--- config.mk ---
export PLATFORM = sky130hd
export DESIGN_NAME = bcn_channel
export DESIGN_NICKNAME = d
export VERILOG_FILES = /design/src/rtl/bcn_pkg.sv /design/src/rtl/bcn_channel.sv
export SDC_FILE = /design/constraint.sdc
export NUM_CORES = 2
export LEC_CHECK = 0
export ABC_AREA = 1
export ABC_CLOCK_PERIOD_IN_PS = 33800
export BUFFER_PORTS_ARGS = -buffer_cell sky130_fd_sc_hd__buf_2
export CAP_MARGIN = 20
export CORE_ASPECT_RATIO = 2
export CORE_MARGIN = 2
export CORE_UTILIZATION = 65
export DETAILED_ROUTE_END_ITERATION = 7
export GPL_ROUTABILITY_DRIVEN = 0
export GPL_TIMING_DRIVEN = 0
export PLACE_DENSITY = 0.83
export SLEW_MARGIN = 10
export SYNTH_ARGS = -nofsm -noshare
export SYNTH_HDL_FRONTEND = slang
export SYNTH_SLANG_ARGS = --single-unit
--- constraint.sdc ---
create_clock -name vclk -period 33.8
set_clock_uncertainty 0.1 [all_clocks]
set_input_delay 10.14 -clock vclk [all_inputs]
set_output_delay 10.14 -clock vclk [all_outputs]
set_load 0.02 [all_outputs]
--- src/rtl/bcn_pkg.sv ---
package bcn_pkg;

  typedef enum logic [2:0] {
    FMT_BC1  = 3'd0,
    FMT_BC2  = 3'd1,
    FMT_BC3  = 3'd2,
    FMT_BC4U = 3'd3,
    FMT_BC4S = 3'd4,
    FMT_BC5U = 3'd5,
    FMT_BC5S = 3'd6,
    FMT_NONE = 3'd7
  } fmt_t;

  localparam int unsigned NumRows = 4;

  function automatic logic [7:0] expand5(input logic [4:0] v);
    return {v, v[4:2]};
  endfunction

  function automatic logic [7:0] expand6(input logic [5:0] v);
    return {v, v[5:4]};
  endfunction

  // x / 3 for x < 766
  function automatic logic [7:0] div3(input logic [9:0] x);
    logic [20:0] p;
    p = 21'(x) * 21'd683;
    return p[18:11];
  endfunction

  // x / 7 for x <= 1785
  function automatic logic [7:0] div7(input logic [10:0] x);
    logic [23:0] p;
    p = 24'(x) * 24'd2341;
    return p[21:14];
  endfunction

  // x / 5 for x <= 1275
  function automatic logic [7:0] div5(input logic [10:0] x);
    logic [23:0] p;
    p = 24'(x) * 24'd3277;
    return p[21:14];
  endfunction

  // x = 0..254 mapped to (x*255)/254
  function automatic logic [7:0] snorm_map(input logic [7:0] x);
    logic [8:0] s;
    s = {1'b0, x} + ((x >= 8'd254) ? 9'd1 : 9'd0);
    return s[7:0];
  endfunction

endpackage

--- src/rtl/bcn_channel.sv ---
module bcn_channel
  import bcn_pkg::*;
(
  input  logic [63:0] half,
  input  logic        is_signed,
  output logic [7:0]  val [16]
);
  logic [7:0] pal [8];
  logic [7:0] b0, b1;
  assign b0 = half[7:0];
  assign b1 = half[15:8];

  always_comb begin
    logic signed [8:0] e0, e1;
    logic signed [12:0] s;
    logic [11:0] m;
    logic [7:0] q;
    logic signed [9:0] v;
    logic gt;
    e0 = is_signed ? 9'(signed'(b0)) : signed'({1'b0, b0});
    e1 = is_signed ? 9'(signed'(b1)) : signed'({1'b0, b1});
    gt = e0 > e1;
    for (int i = 0; i < 8; i++) begin
      s = '0;
      m = '0;
      q = '0;
      if (i == 0) v = 10'(e0);
      else if (i == 1) v = 10'(e1);
      else if (!gt && i == 6) v = is_signed ? -10'sd127 : 10'sd0;
      else if (!gt && i == 7) v = is_signed ? 10'sd127 : 10'sd255;
      else begin
        if (gt) s = 13'(8 - i) * 13'(e0) + 13'(i - 1) * 13'(e1);
        else s = 13'(6 - i) * 13'(e0) + 13'(i - 1) * 13'(e1);
        m = s[12] ? 12'(-s) : 12'(s);
        q = gt ? div7(m[10:0]) : div5(m[10:0]);
        v = s[12] ? -10'(signed'({2'b0, q})) : 10'(signed'({2'b0, q}));
      end
      if (is_signed) begin
        if (v < -10'sd127) v = -10'sd127;
        v = v + 10'sd127;
        pal[i] = snorm_map(v[7:0]);
      end else begin
        pal[i] = v[7:0];
      end
    end
    for (int t = 0; t < 16; t++) val[t] = pal[half[16 + 3*t +: 3]];
  end
endmodule

==> flow_summary_export.csv, run 1 <==
group,metric,value,unit
status,status,"aborted with a tool error",
status,stop_stage,"global routing",
status,tool.error,"[ERROR GRT-0116] Global routing finished with congestion. Check the congestion regions in the DRC Viewer.",
floorplan,rows,140,
synth,ys.warnings.count,0,
global_routing,grt_max_degree,31,
synth,ys_seq_area_frac,0,
global_routing,grt_remaining_overflow,57,
synth,synth_top_area_share,0.2475,
synth,avgSynthCellArea,6.342,um^2
synth,syn_area,47720,um^2
global_routing,grt_pass1_wl,388300,um
floorplan,die_h,387.2,um
placed_design,port_buffers,168,
synth,syn-instance-count,7525,
floorplan,io_pins,193,
global_routing,grt_pass1_vias,59260,
placed_design,dpl.hpwl,161700,um
clocking,cts_hold_buf,0,
global_routing,grt_usage,0.6916,
floorplan,die_w,195.6,um
synth,yosysTopAreaCell,"ha_1",
synth,syn_nets,8826,
synth,synthTopCellsByArea,"ha_1, nand2_1, fa_1, nand3_1, inv_1",
synth,yosysUniqueCellTypes,72,
floorplan,initial_core_util,0.6565,
## cells by family after synthesis
kind of cell	synth area share
buffers and inverters	0.1362
adders and majority gates	0.3700
muxes	0.0004195
xor gates and xnor gates	0.03448
AOI/OAI and AO/OA	0.1503
and+or+nand+nor	0.3085
## routing by layer
metal / track usage / overflow
met1: 0.6648 / 2
met2: 0.8636 / 22
met3: 0.5485 / 4
met4: 0.6794 / 28
met5: 0.4185 / 1
## synthesized netlist by cell type (4+ instances only)
cell type	n
a211oi_1	16
a21o_1	24
a21oi_1	420
a31o_2	6
a31oi_1	33
a31oi_4	5
and3_1	5
buf_1	5
buf_2	61
buf_4	22
buf_6	28
clkbuf_1	126
clkbuf_4	6
clkbuf_8	39
clkinv_1	16
fa_1	292
ha_1	944
inv_1	1181
inv_2	19
nand2_1	1766
nand2_2	66
nand2_4	7
nand3_1	920
nand3_2	26
nand3b_1	28
nand4_1	45
nand4_2	7
nor2_1	357
nor2_2	21
nor2_4	5
nor3_1	71
nor4_1	19
o211ai_1	166
o21a_1	9
o21ai_0	391
o21ai_1	72
o21ai_2	15
o21bai_1	24
o22ai_1	14
o31ai_1	10
o41ai_1	4
or2_1	5
or2_2	7
xnor2_1	66
xor2_1	115
## per-stage QoR
| stage | TNS (ns) | utilization | area, um^2 | std cells | setup slack (ns) |
|---|---|---|---|---|---|
| 3_5_place_dp | -250.92 | 0.6862 | 49880 | 8630 | -2.581 |
| 4_1_cts | 0 | 0.6911 | 50240 | 8640 | 0.03131 |
| 2_1_floorplan | 0 | - | 47720 | 7525 | 2.570 |
| 3_3_place_gp | -237.25 | 0.6839 | 49720 | 8616 | -2.796 |
## repair_timing
item | CTS
buffers inserted | 10
pin swaps | 3
resized for setup | 62
setup endpoints to repair | 128
==> run 2, diff against run 1 <==
--- a/config.mk
+++ b/config.mk
@@ -9,13 +9,12 @@
 export ABC_CLOCK_PERIOD_IN_PS = 33800
 export BUFFER_PORTS_ARGS = -buffer_cell sky130_fd_sc_hd__buf_2
 export CAP_MARGIN = 20
-export CORE_ASPECT_RATIO = 2
 export CORE_MARGIN = 2
-export CORE_UTILIZATION = 65
+export CORE_UTILIZATION = 40
 export DETAILED_ROUTE_END_ITERATION = 7
 export GPL_ROUTABILITY_DRIVEN = 0
 export GPL_TIMING_DRIVEN = 0
-export PLACE_DENSITY = 0.83
+export PLACE_DENSITY_LB_ADDON = 0.15
 export SLEW_MARGIN = 10
 export SYNTH_ARGS = -nofsm -noshare
 export SYNTH_HDL_FRONTEND = slang
==> run 2 against run 1 <==
The flow now finishes, with violations (DRC). Synthesized cell count stayed put. Area after synthesis stayed put.
==> flow_summary_export.csv, run 2 <==
group,metric,value,unit
detailed_routing,wire_per_inst,21.62,um
floorplan,die_w,349.4,um
synth,ys.warnings.count,0,
synth,syn-instance-count,7525,
synth,synth_top_family_by_area,"adder cells",
sta,final_max_slew_viol_count,0,
final_layout,seq_cells,0,
synth,yosysUniqueCellTypes,72,
final_layout,num-clock-buffers,0,
detailed_routing,wl,201700,um
global_routing,grt_max_degree,33,
setup_path,slowest_delay,0.56,ns
global_routing,grt_usage,0.3187,
synth,muxShareOfSynthArea,0.0004195,
setup_path,startpoint_type,"primary input",
floorplan,die_area,122100,um^2
detailed_routing,dr.first_iter.drc_count,6747,
detailed_routing,vias,54050,
sta,maxSlewHeadroom,0.04804,
sta,finalSetupViolCount,0,
floorplan,initial_core_util,0.4036,
sta,worstMarginPinSlew,1.428,ns
placed_design,dpl.hpwl,155000,um
synth,synthXorXnorAreaFrac,0.03448,
global_routing,grt_remaining_overflow,0,
sta,tns,0,ns
final_layout,seq_area,0,um^2
global_routing,antenna_found_initial,25,
setup_path,cp_slowest_cell,"fa_1",
floorplan,die_h,349.4,um
placed_design,port_buffers,168,
setup_path,cp_common_cell,"nand2_1",
setup_path,worstPathArrival,22.97,ns
floorplan,coreArea,118200,um^2
sta,hold_viol,0,
synth,ys_seq_area_frac,0,
final_layout,synthToLayoutAreaGrowth,9.630,%
detailed_routing,vias_per_cell,5.794,
setup_path,end_kind,"output pin",
detailed_routing,first_pass_iters,8,
sta,min_period,33.21,ns
setup_path,critPathKind,"in -> out",
detailed_routing,ant_nets,0,
floorplan,io_pins,193,
synth,synth_most_common_cell,"nand2_1",
status,violations,"DRC",
final_layout,layout_common_cells,"nand2_1, inv_1, ha_1",
run,cap_violations,0,
synth,avgSynthCellArea,6.342,um^2
detailed_routing,drcViolationCount,43,
clocking,cts_hold_buf,0,
synth,yosysTopAreaCell,"ha_1",
synth,synth_fa_ha_area_frac,0.3700,
synth,syn_nets,8826,
synth,syn_area,47720,um^2
floorplan,rows,126,
min_path,hold_path.class,"in -> out",
synth,synth_compound_area_frac,0.1503,
final_layout,drive_gt1_frac,0.09808,
global_routing,grt_pass1_wl,300300,um
setup_path,cp_max_fo,15,
setup_path,required,23.56,ns
final_layout,nets,9082,
sta,fmax,0.03011,GHz
final_layout,finish.utilization,0.4425,
synth,synth_simple_gate_area_frac,0.3085,
synth,synthTopCellsByArea,"ha_1, nand2_1, fa_1, nand3_1, inv_1",
final_layout,layout_commonest_cell,"nand2_1",
status,status,"finished with violations",
sta,fin_crit_sh,0.9824,
synth,synth_top_area_share,0.2475,
synth,synthTopCellsByCount,"nand2_1, inv_1, ha_1",
global_routing,grt_pass1_vias,49800,
-- run 2: cell counts after synthesis --
No cell type changed its count.
-- run 2: kinds of logic after synthesis --
kind of cell,count (synthesis)
fa+ha+maj,1236
compound gates,1234
simple gates,3360
buf+inv,1509
xor+xnor,184
mux,2
-- run 2: repair_timing --
action / 4_1_cts / 5_1_grt
setup buffers: 12 / 52
hold endpoints to repair: 0 / 0
resized for setup: 70 / 207
endpoints found under the setup margin: 128 / 128
cloned: 0 / 1
pin swaps: 6 / 21
-- run 2: final cells by class --
| type | instances | area [um^2] |
|---|---|---|
| Fill cell | 12690 | 65920 |
| Buffer | 288 | 2078 |
| Timing Repair Buffer | 257 | 1695 |
| Tap cell | 1536 | 1922 |
| Multi-Input combinational cell | 6016 | 41970 |
| Antenna cell | 13 | 32.53 |
| Inverter | 1218 | 4619 |
-- run 2: per-stage QoR --
| stage | cell area, um^2 | setup WS (ns) | hold WS [ns] | instances |
|---|---|---|---|---|
| after floorplan | 47720 | 2.570 | 20.35 | 7525 |
| after global placement | 50480 | -3.971 | 20.57 | 9229 |
| after detailed placement | 50720 | -2.310 | 20.56 | 9247 |
| after CTS | 51070 | 0.01444 | 20.56 | 9256 |
| after global routing | 52290 | -0.05985 | 20.58 | 9317 |
| final | 52320 | 0.5933 | 20.57 | 9328 |
-- run 2: per-layer routing --
metal	vias up	track usage	routed length, um
li1	25420	-	-
met1	24840	0.4143	82250
met2	2874	0.4914	85000
met3	877	0.08903	21710
met4	30	0.1365	12290
met5	-	0.006279	461
-- run 2: final timing paths --
| check | start | to | depth (start not counted) |
|---|---|---|---|
| worst max-delay path | half[2] | val[106] | 71 |
| worst min-delay path | half[45] | val[54] | 4 |
-- run 2: critical path, delay by kind of cell --
family / cells / cell delay (ns)
buffers and inverters: 16 / 2.50
XOR/XNOR: 3 / 0.63
AND/OR/NAND/NOR: 31 / 3.21
adder cells (fa/ha/maj): 14 / 5.00
AO/OA/AOI/OAI: 7 / 1.44
Power of run 2 is left out: the tool's default activity adds up to more than one toggle a clock period on the data nets, which glitch-free logic cannot reach.
