`src/rtl/bcn_pkg.sv`:
```
package bcn_pkg;

  typedef enum logic [2:0] {
    FMT_BC1  = 3'd0,
    FMT_BC2  = 3'd1,
    FMT_BC3  = 3'd2,
    FMT_BC4U = 3'd3,
    FMT_BC4S = 3'd4,
    FMT_BC5U = 3'd5,
    FMT_BC5S = 3'd6,
    FMT_NONE = 3'd7
  } fmt_t;

  localparam int unsigned NumRows = 4;

  function automatic logic [7:0] expand5(input logic [4:0] v);
    return {v, v[4:2]};
  endfunction

  function automatic logic [7:0] expand6(input logic [5:0] v);
    return {v, v[5:4]};
  endfunction

  // x / 3 for x < 766
  function automatic logic [7:0] div3(input logic [9:0] x);
    logic [20:0] p;
    p = 21'(x) * 21'd683;
    return p[18:11];
  endfunction

  // x / 7 for x <= 1785
  function automatic logic [7:0] div7(input logic [10:0] x);
    logic [23:0] p;
    p = 24'(x) * 24'd2341;
    return p[21:14];
  endfunction

  // x / 5 for x <= 1275
  function automatic logic [7:0] div5(input logic [10:0] x);
    logic [23:0] p;
    p = 24'(x) * 24'd3277;
    return p[21:14];
  endfunction

  // x = 0..254 mapped to (x*255)/254
  function automatic logic [7:0] snorm_map(input logic [7:0] x);
    logic [8:0] s;
    s = {1'b0, x} + ((x >= 8'd254) ? 9'd1 : 9'd0);
    return s[7:0];
  endfunction

endpackage

```
`src/rtl/bcn_colour.sv`:
```
module bcn_colour
  import bcn_pkg::*;
(
  input  logic [63:0] half,
  input  logic        punch,
  output logic [31:0] tex [16]
);
  logic [31:0] pal [4];

  always_comb begin
    logic [15:0] c0, c1;
    logic [7:0] p0 [3];
    logic [7:0] p1 [3];
    logic four;
    c0 = half[15:0];
    c1 = half[31:16];
    p0[0] = expand5(c0[15:11]); p0[1] = expand6(c0[10:5]); p0[2] = expand5(c0[4:0]);
    p1[0] = expand5(c1[15:11]); p1[1] = expand6(c1[10:5]); p1[2] = expand5(c1[4:0]);
    four = (c0 > c1) || !punch;
    pal[0] = {8'hFF, p0[2], p0[1], p0[0]};
    pal[1] = {8'hFF, p1[2], p1[1], p1[0]};
    pal[2][31:24] = 8'hFF;
    pal[3] = '0;
    for (int k = 0; k < 3; k++) begin
      if (four) begin
        pal[2][8*k +: 8] = div3({1'b0, p0[k], 1'b0} + 10'(p1[k]));
        pal[3][8*k +: 8] = div3(10'(p0[k]) + {1'b0, p1[k], 1'b0});
      end else begin
        pal[2][8*k +: 8] = 8'((9'(p0[k]) + 9'(p1[k])) >> 1);
      end
    end
    if (four) pal[3][31:24] = 8'hFF;
    for (int t = 0; t < 16; t++) tex[t] = pal[half[32 + 2*t +: 2]];
  end
endmodule

```
`config.mk`:
```
export PLATFORM = sky130hd
export DESIGN_NAME = bcn_colour
export DESIGN_NICKNAME = d
export VERILOG_FILES = /design/src/rtl/bcn_pkg.sv /design/src/rtl/bcn_colour.sv
export SDC_FILE = /design/constraint.sdc
export NUM_CORES = 1
export LEC_CHECK = 0
export ABC_AREA = 1
export BUFFER_PORTS_ARGS = -buffer_cell sky130_fd_sc_hd__buf_2
export CELL_PAD_IN_SITES_DETAIL_PLACEMENT = 0
export CELL_PAD_IN_SITES_GLOBAL_PLACEMENT = 2
export CORE_ASPECT_RATIO = 1.5
export CORE_MARGIN = 2
export CORE_UTILIZATION = 28
export DETAILED_ROUTE_END_ITERATION = 6
export PLACE_DENSITY_LB_ADDON = 0.15
export SLEW_MARGIN = 20
export SYNTH_ARGS = -nofsm -noshare
export SYNTH_HDL_FRONTEND = slang
export SYNTH_SLANG_ARGS = --single-unit
```
`constraint.sdc`:
```
create_clock -name vclk -period 10.5
set_clock_uncertainty 0.15 [all_clocks]
set_input_delay 1.575 -clock vclk [all_inputs]
set_output_delay 1.575 -clock vclk [all_outputs]
set_load 0.02 [all_outputs]
```
After elaboration in Yosys (flattened, before gate mapping)
Index checks and enable logic that the tools add are counted.
{"block": "classes", "n_addsub": 9, "mul": 6, "n_lt_le_gt_ge": 17, "n_mux": 55, "n_bitwise": 16, "n_reduce_logical": 2}
{"cell": "$bmux 32 s2", "count": 16}
{"cell": "$mux 32", "count": 32}
{"cell": "$mul 10x10->19 const B", "count": 6}
{"cell": "$mux 8", "count": 7}
{"cell": "$ge 3x3->1 const B", "count": 16}
{"cell": "$not 2->3", "count": 16}
{"cell": "$add 8x9->10", "count": 3}
{"cell": "$add 9x8->10", "count": 3}
{"cell": "$add 8x8->9", "count": 3}
{"cell": "$gt 16x16->1", "count": 1}
{"cell": "$logic_not 1->1", "count": 1}
{"cell": "$logic_or 1x1->1", "count": 1}
{"block": "word_totals", "reg_bits": 0, "output_inout_bits": 512}

Depth between registers and ports, before layout
Gate-level depths: netlist of run 1.
{"block": "depth", "word_depth": 6, "mapped_depth": 34}

Worst setup path after synthesis of run 1
No wires, ideal clock.
{"block": "synth_timing", "path_kind": "input to output", "from": "in half[4]", "to": "out tex[116] (netlist bit)", "t_arrival_ns": 7.176, "setup_slack_ns": 1.599, "path_stages": 29, "n_path_buf": 3, "cell_sequence": "clkbuf_1 clkbuf_1 inv_1 fa_1 nand3b_1 nand2_1 a31o_2 xor2_1 ha_1 ha_1 inv_1 fa_1 inv_1 fa_1 inv_1 fa_1 inv_1 ha_1 a21o_1 a21boi_0 nor2_1 nor2_1 nand2_1 nand2_1 nand2_1 inv_1 clkbuf_1 nand3_1 nand3_1"}
{"item": "start, declared", "line_no": "bcn_colour.sv:4", "source": "input logic [63:0] half,"}
{"item": "end, declared", "line_no": "bcn_colour.sv:6", "source": "output logic [31:0] tex [16]"}

==> flow_metrics.env, run 1 <==
export IMPL_grt_pass1_wl_um=223000
export IMPL_drt_wl_total_um=157000
export IMPL_gr_total_overflow=0
export IMPL_hpwl_um=123000
export IMPL_drtAntennaViolNets=0
export IMPL_cts_resized=0
export IMPL_ios=577
export IMPL_end_kind="primary output"
export IMPL_crit_type="input pin to primary output"
export IMPL_num_vias=31934
export IMPL_dp_cells=6019
export IMPL_routed_top_layer="met5"
export IMPL_worstMarginPinSlew_ps=1200
export IMPL_post_drt_wl_per_cell_um=26.1
export IMPL_synth_most_common_cell="nand2_1"
export IMPL_cp_data_required_time_ps=8780
export IMPL_netlist_instances=4475
export IMPL_startpoint="half[31]"
export IMPL_fmax_mhz=103
export IMPL_grt_usage_pct=31.7
export IMPL_io_buffers=577
export IMPL_failed_checks="DRC"
export IMPL_clock_buffers=0
export IMPL_maxSlewHeadroom_pct=20.2
export IMPL_via_per_inst=5.30
export IMPL_regArea_um2=0
export IMPL_synth_fp_nets=5074
export IMPL_gp_congestion=0.934
export IMPL_cpLargestDelayFamily="adder cells"
export IMPL_dr_wl_met2_um=77400
export IMPL_nets=5369
export IMPL_status="complete, but fails checks"
export IMPL_synth_area_leaders="ha_1, nand2_1, nand3_1"
export IMPL_fin_crit_sh_pct=92.4
export IMPL_grt_pass1_vias=31665
export IMPL_dieArea_um2=96000
export IMPL_drt_iter0_markers=2369
export IMPL_drive_gt1_share_pct=15.7
export IMPL_rsz0062_at_grt="no"
export IMPL_syn_area_per_cell_um2=5.85
export IMPL_endpoint="tex[487]"
export IMPL_hold_buffers=0
export IMPL_met3_wirelength_um=11300
export IMPL_netlist_area_leader_share_pct=19.4
export IMPL_seq_area_frac_synth_pct=0
export IMPL_grt_max_degree=88
export IMPL_hold_viol=0
export IMPL_cpPeakStageDelay_ps=520
export IMPL_dr_pass1_iters=7
export IMPL_start_util_pct=28.2
export IMPL_cap_violations=0
export IMPL_min_period_ps=9700
export IMPL_critPathMaxFanout=23
export IMPL_tns_ps=0
export IMPL_worst_path_stages=31
export IMPL_hold_path_class="input pin to primary output"
export IMPL_slew_viol_final=0
export IMPL_die_h_um=379
export IMPL_setup_violations=0
export IMPL_path_buf_inv=5
export IMPL_slowest_stage="fa_1"
export IMPL_synth_area_um2=26200
export IMPL_seq_cell_count=0
export IMPL_start_kind="input pin"
export IMPL_core_um2=92900
export IMPL_cp_common_cell="nand2_1"
export IMPL_synth_cell_types=46
export IMPL_wl_met1_um=61900
export IMPL_syn_to_final_growth_pct=11.4
export IMPL_remaining_drc_errors=2
export IMPL_die_w_um=254
export IMPL_layout_cells_non_filler=6024
export IMPL_cts_setup_buffers=0
export IMPL_antenna_found_initial=9
export IMPL_synth_commonest_cells="nand2_1, nand3_1, inv_1, ha_1, a21oi_1"
export IMPL_rows=137
export IMPL_synth_top_cell_by_area="ha_1"
export IMPL_cp_arrival_ps=7980
export IMPL_yosys_warnings=0
final cells by class:
| class | instances | area (um2) |
|---|---|---|
| Antenna cell | 5 | 12.5 |
| Fill cell | 10794 | 63700 |
| Inverter | 577 | 2170 |
| Multi-Input combinational cell | 3515 | 21700 |
| Tap cell | 1251 | 1570 |
| Timing Repair Buffer | 676 | 3730 |
worst min path at each step:
stage                     endpoint  cells past startpoint  slack (ps)  startpoint
after global placement    tex[406]                      4        3650     half[3]
final                     tex[406]                      4        3660     half[3]
after floorplan           tex[324]                      2        3250    half[12]
after global routing      tex[406]                      4        3720     half[3]
after detailed placement  tex[406]                      4        3650     half[3]
after CTS                 tex[406]                      4        3660     half[3]
metrics by stage:
stage	utilization (%)	hold WS [ps]	area (um2)	worst slack, ps
final	31.4	3660	29200	799
after global routing	31.4	3720	29200	444
after CTS	31.4	3660	29200	833
after detailed placement	31.4	3650	29200	840
after global placement	31.4	3650	29100	729
after floorplan	-	3250	26200	1600
layout by cell type (no fill, tap or decap), types with 5 or more instances in the layout:
master    netlist  final
a31oi_1         6      6
nor2_1        303    287
diode_2         0      5
a21o_1         13     13
nand3_2         9      9
nand2_1      1092   1092
buf_2          45    577
nor3_1         45     45
inv_1         562    561
fa_1          128    128
nor2_4          4     11
xor2_1         56     56
buf_4         133     91
xnor2_1        39     38
nand3_1       664    664
nand2_2        24     24
clkinv_1       13     13
buf_12          0      8
nor2_2          3     12
a21oi_1       350    350
o21bai_1       27     27
nand4_1        17     17
o21ai_0       264    264
ha_1          406    406
nand3b_1       30     30
a21boi_0       11     11
layer usage:
layer | up-vias | GRT usage (%)
met5 | - | 0
met4 | 8 | 11.8
met3 | 321 | 3.88
met2 | 1483 | 57.4
met1 | 15094 | 37.8
li1 | 15028 | -
cell families (layout without fill, tap and decap cells):
| logic type | Yosys count | after routing | share of synthesized area (%) |
|---|---|---|---|
| compound gates | 687 | 687 | 13.9 |
| xor+xnor | 95 | 95 | 3.18 |
| fa+ha+maj | 534 | 534 | 29.2 |
| buf+inv | 960 | 1253 | 17.5 |
| other cells | 0 | 5 | 0 |
| simple gates | 2199 | 2199 | 36.2 |
Power of run 1 is not shown: default switching activity piles up to over one toggle a cycle in this logic, so the estimate is an artifact.
==> inputs of run 2 (changes only) <==
--- a/config.mk
+++ b/config.mk
@@ -11,7 +11,7 @@
 export CELL_PAD_IN_SITES_GLOBAL_PLACEMENT = 2
 export CORE_ASPECT_RATIO = 1.5
 export CORE_MARGIN = 2
-export CORE_UTILIZATION = 28
+export CORE_UTILIZATION = 30
 export DETAILED_ROUTE_END_ITERATION = 6
 export PLACE_DENSITY_LB_ADDON = 0.15
 export SLEW_MARGIN = 20
==> run 2 against run 1 <==
  * The run now ends clean
  * Clock-buffer cell count unchanged
  * Die area down 6.6%
  * Sequential share of layout area unchanged
  * Fmax down 1.5%
  * Global-route usage up 0.38 points
  * Critical endpoint is now tex[291]
  * Cell count down 1.7%
  * Critical path depth down 2
==> flow_metrics.env, run 2 (synthesis gave the netlist of run 1 again) <==
export IMPL_status="complete, no violations"
export IMPL_drt_iter0_markers=2650
export IMPL_grt_usage_pct=32.1
export IMPL_cpPeakStageDelay_ps=870
export IMPL_die_w_um=245
export IMPL_gp_congestion=0.958
export IMPL_cp_arrival_ps=8120
export IMPL_cts_resized=0
export IMPL_antenna_found_initial=5
export IMPL_rsz0062_at_grt="no"
export IMPL_worstMarginPinSlew_ps=1080
export IMPL_drive_gt1_share_pct=15.9
export IMPL_cp_common_cell="nand2_1"
export IMPL_final_common_cell="nand2_1"
export IMPL_dr_pass1_iters=6
export IMPL_die_h_um=366
export IMPL_start_util_pct=30.3
export IMPL_hold_path_class="input pin to primary output"
export IMPL_grt_pass1_vias=30632
export IMPL_dieArea_um2=89700
export IMPL_ios=577
export IMPL_hold_viol=0
export IMPL_setup_violations=0
export IMPL_clock_buffers=0
export IMPL_rows=132
export IMPL_maxSlewHeadroom_pct=28.1
export IMPL_regArea_um2=0
export IMPL_drt_wl_total_um=151000
export IMPL_via_per_inst=5.37
export IMPL_end_kind="primary output"
export IMPL_slowest_stage="nor2_2"
export IMPL_core_um2=86400
export IMPL_gr_total_overflow=0
export IMPL_grt_max_degree=153
export IMPL_fin_util_pct=33.6
export IMPL_post_drt_wl_per_cell_um=25.5
export IMPL_slew_viol_final=0
export IMPL_pre_cts_ws_ps=732
export IMPL_hpwl_um=118000
export IMPL_min_period_ps=9850
export IMPL_num_vias=31785
export IMPL_grt_pass1_wl_um=213000
export IMPL_fin_ws_ps=654
export IMPL_seq_cell_count=0
export IMPL_cts_setup_buffers=0
export IMPL_fmax_mhz=102
export IMPL_syn_to_final_growth_pct=10.9
export IMPL_crit_type="input pin to primary output"
export IMPL_io_buffers=577
export IMPL_nets=5376
export IMPL_cp_data_required_time_ps=8780
export IMPL_tns_ps=0
export IMPL_fin_crit_sh_pct=93.8
export IMPL_holdWs_ps=3710
export IMPL_most_common_layout_cells="nand2_1, nand3_1, buf_2"
export IMPL_cap_violations=0
export IMPL_drtAntennaViolNets=0
export IMPL_critPathMaxFanout=16
export IMPL_fill_cells=9910
export IMPL_remaining_drc_errors=0
export IMPL_start_kind="input pin"
export IMPL_hold_buffers=0
==> run 2: path summary, 6_finish.rpt <==
path	from	cells after the start	slack [ps]	end
min	half[7]	4	3710	tex[364]
max	half[31]	29	650	tex[291]
==> run 2: area by class of cell <==
class	instances	area [um2]	area share, %
Multi-Input combinational cell	3515	21700	74.8
Timing Repair Buffer	683	3720	12.8
Inverter	577	2170	7.46
Tap cell	1139	1430	4.91
Antenna cell	5	12.5	0.0431
==> run 2: layer usage <==
layer | wire (um) | vias up | track usage, %
met5 | 45 | - | 0
met1 | 58700 | 14933 | 38.3
li1 | - | 15039 | -
met2 | 73400 | 1502 | 57.1
met3 | 11400 | 305 | 4.17
met4 | 7250 | 6 | 13.1
==> run 2: through the flow <==
step | area [um2] | cells
2_1_floorplan | 26200 | 4475
3_3_place_gp | 29000 | 5913
3_5_place_dp | 29000 | 5913
4_1_cts | 29000 | 5913
5_1_grt | 29000 | 5914
6_report | 29000 | 5919
==> run 2: worst max-delay path: cells and delay by family <==
kind / cells / cell delay (ps)
compound gates: 4 / 720
fa+ha+maj: 6 / 2440
xor+xnor: 2 / 720
buf+inv: 5 / 700
simple gates: 12 / 1910
Power of run 2 is left out for the same reason.
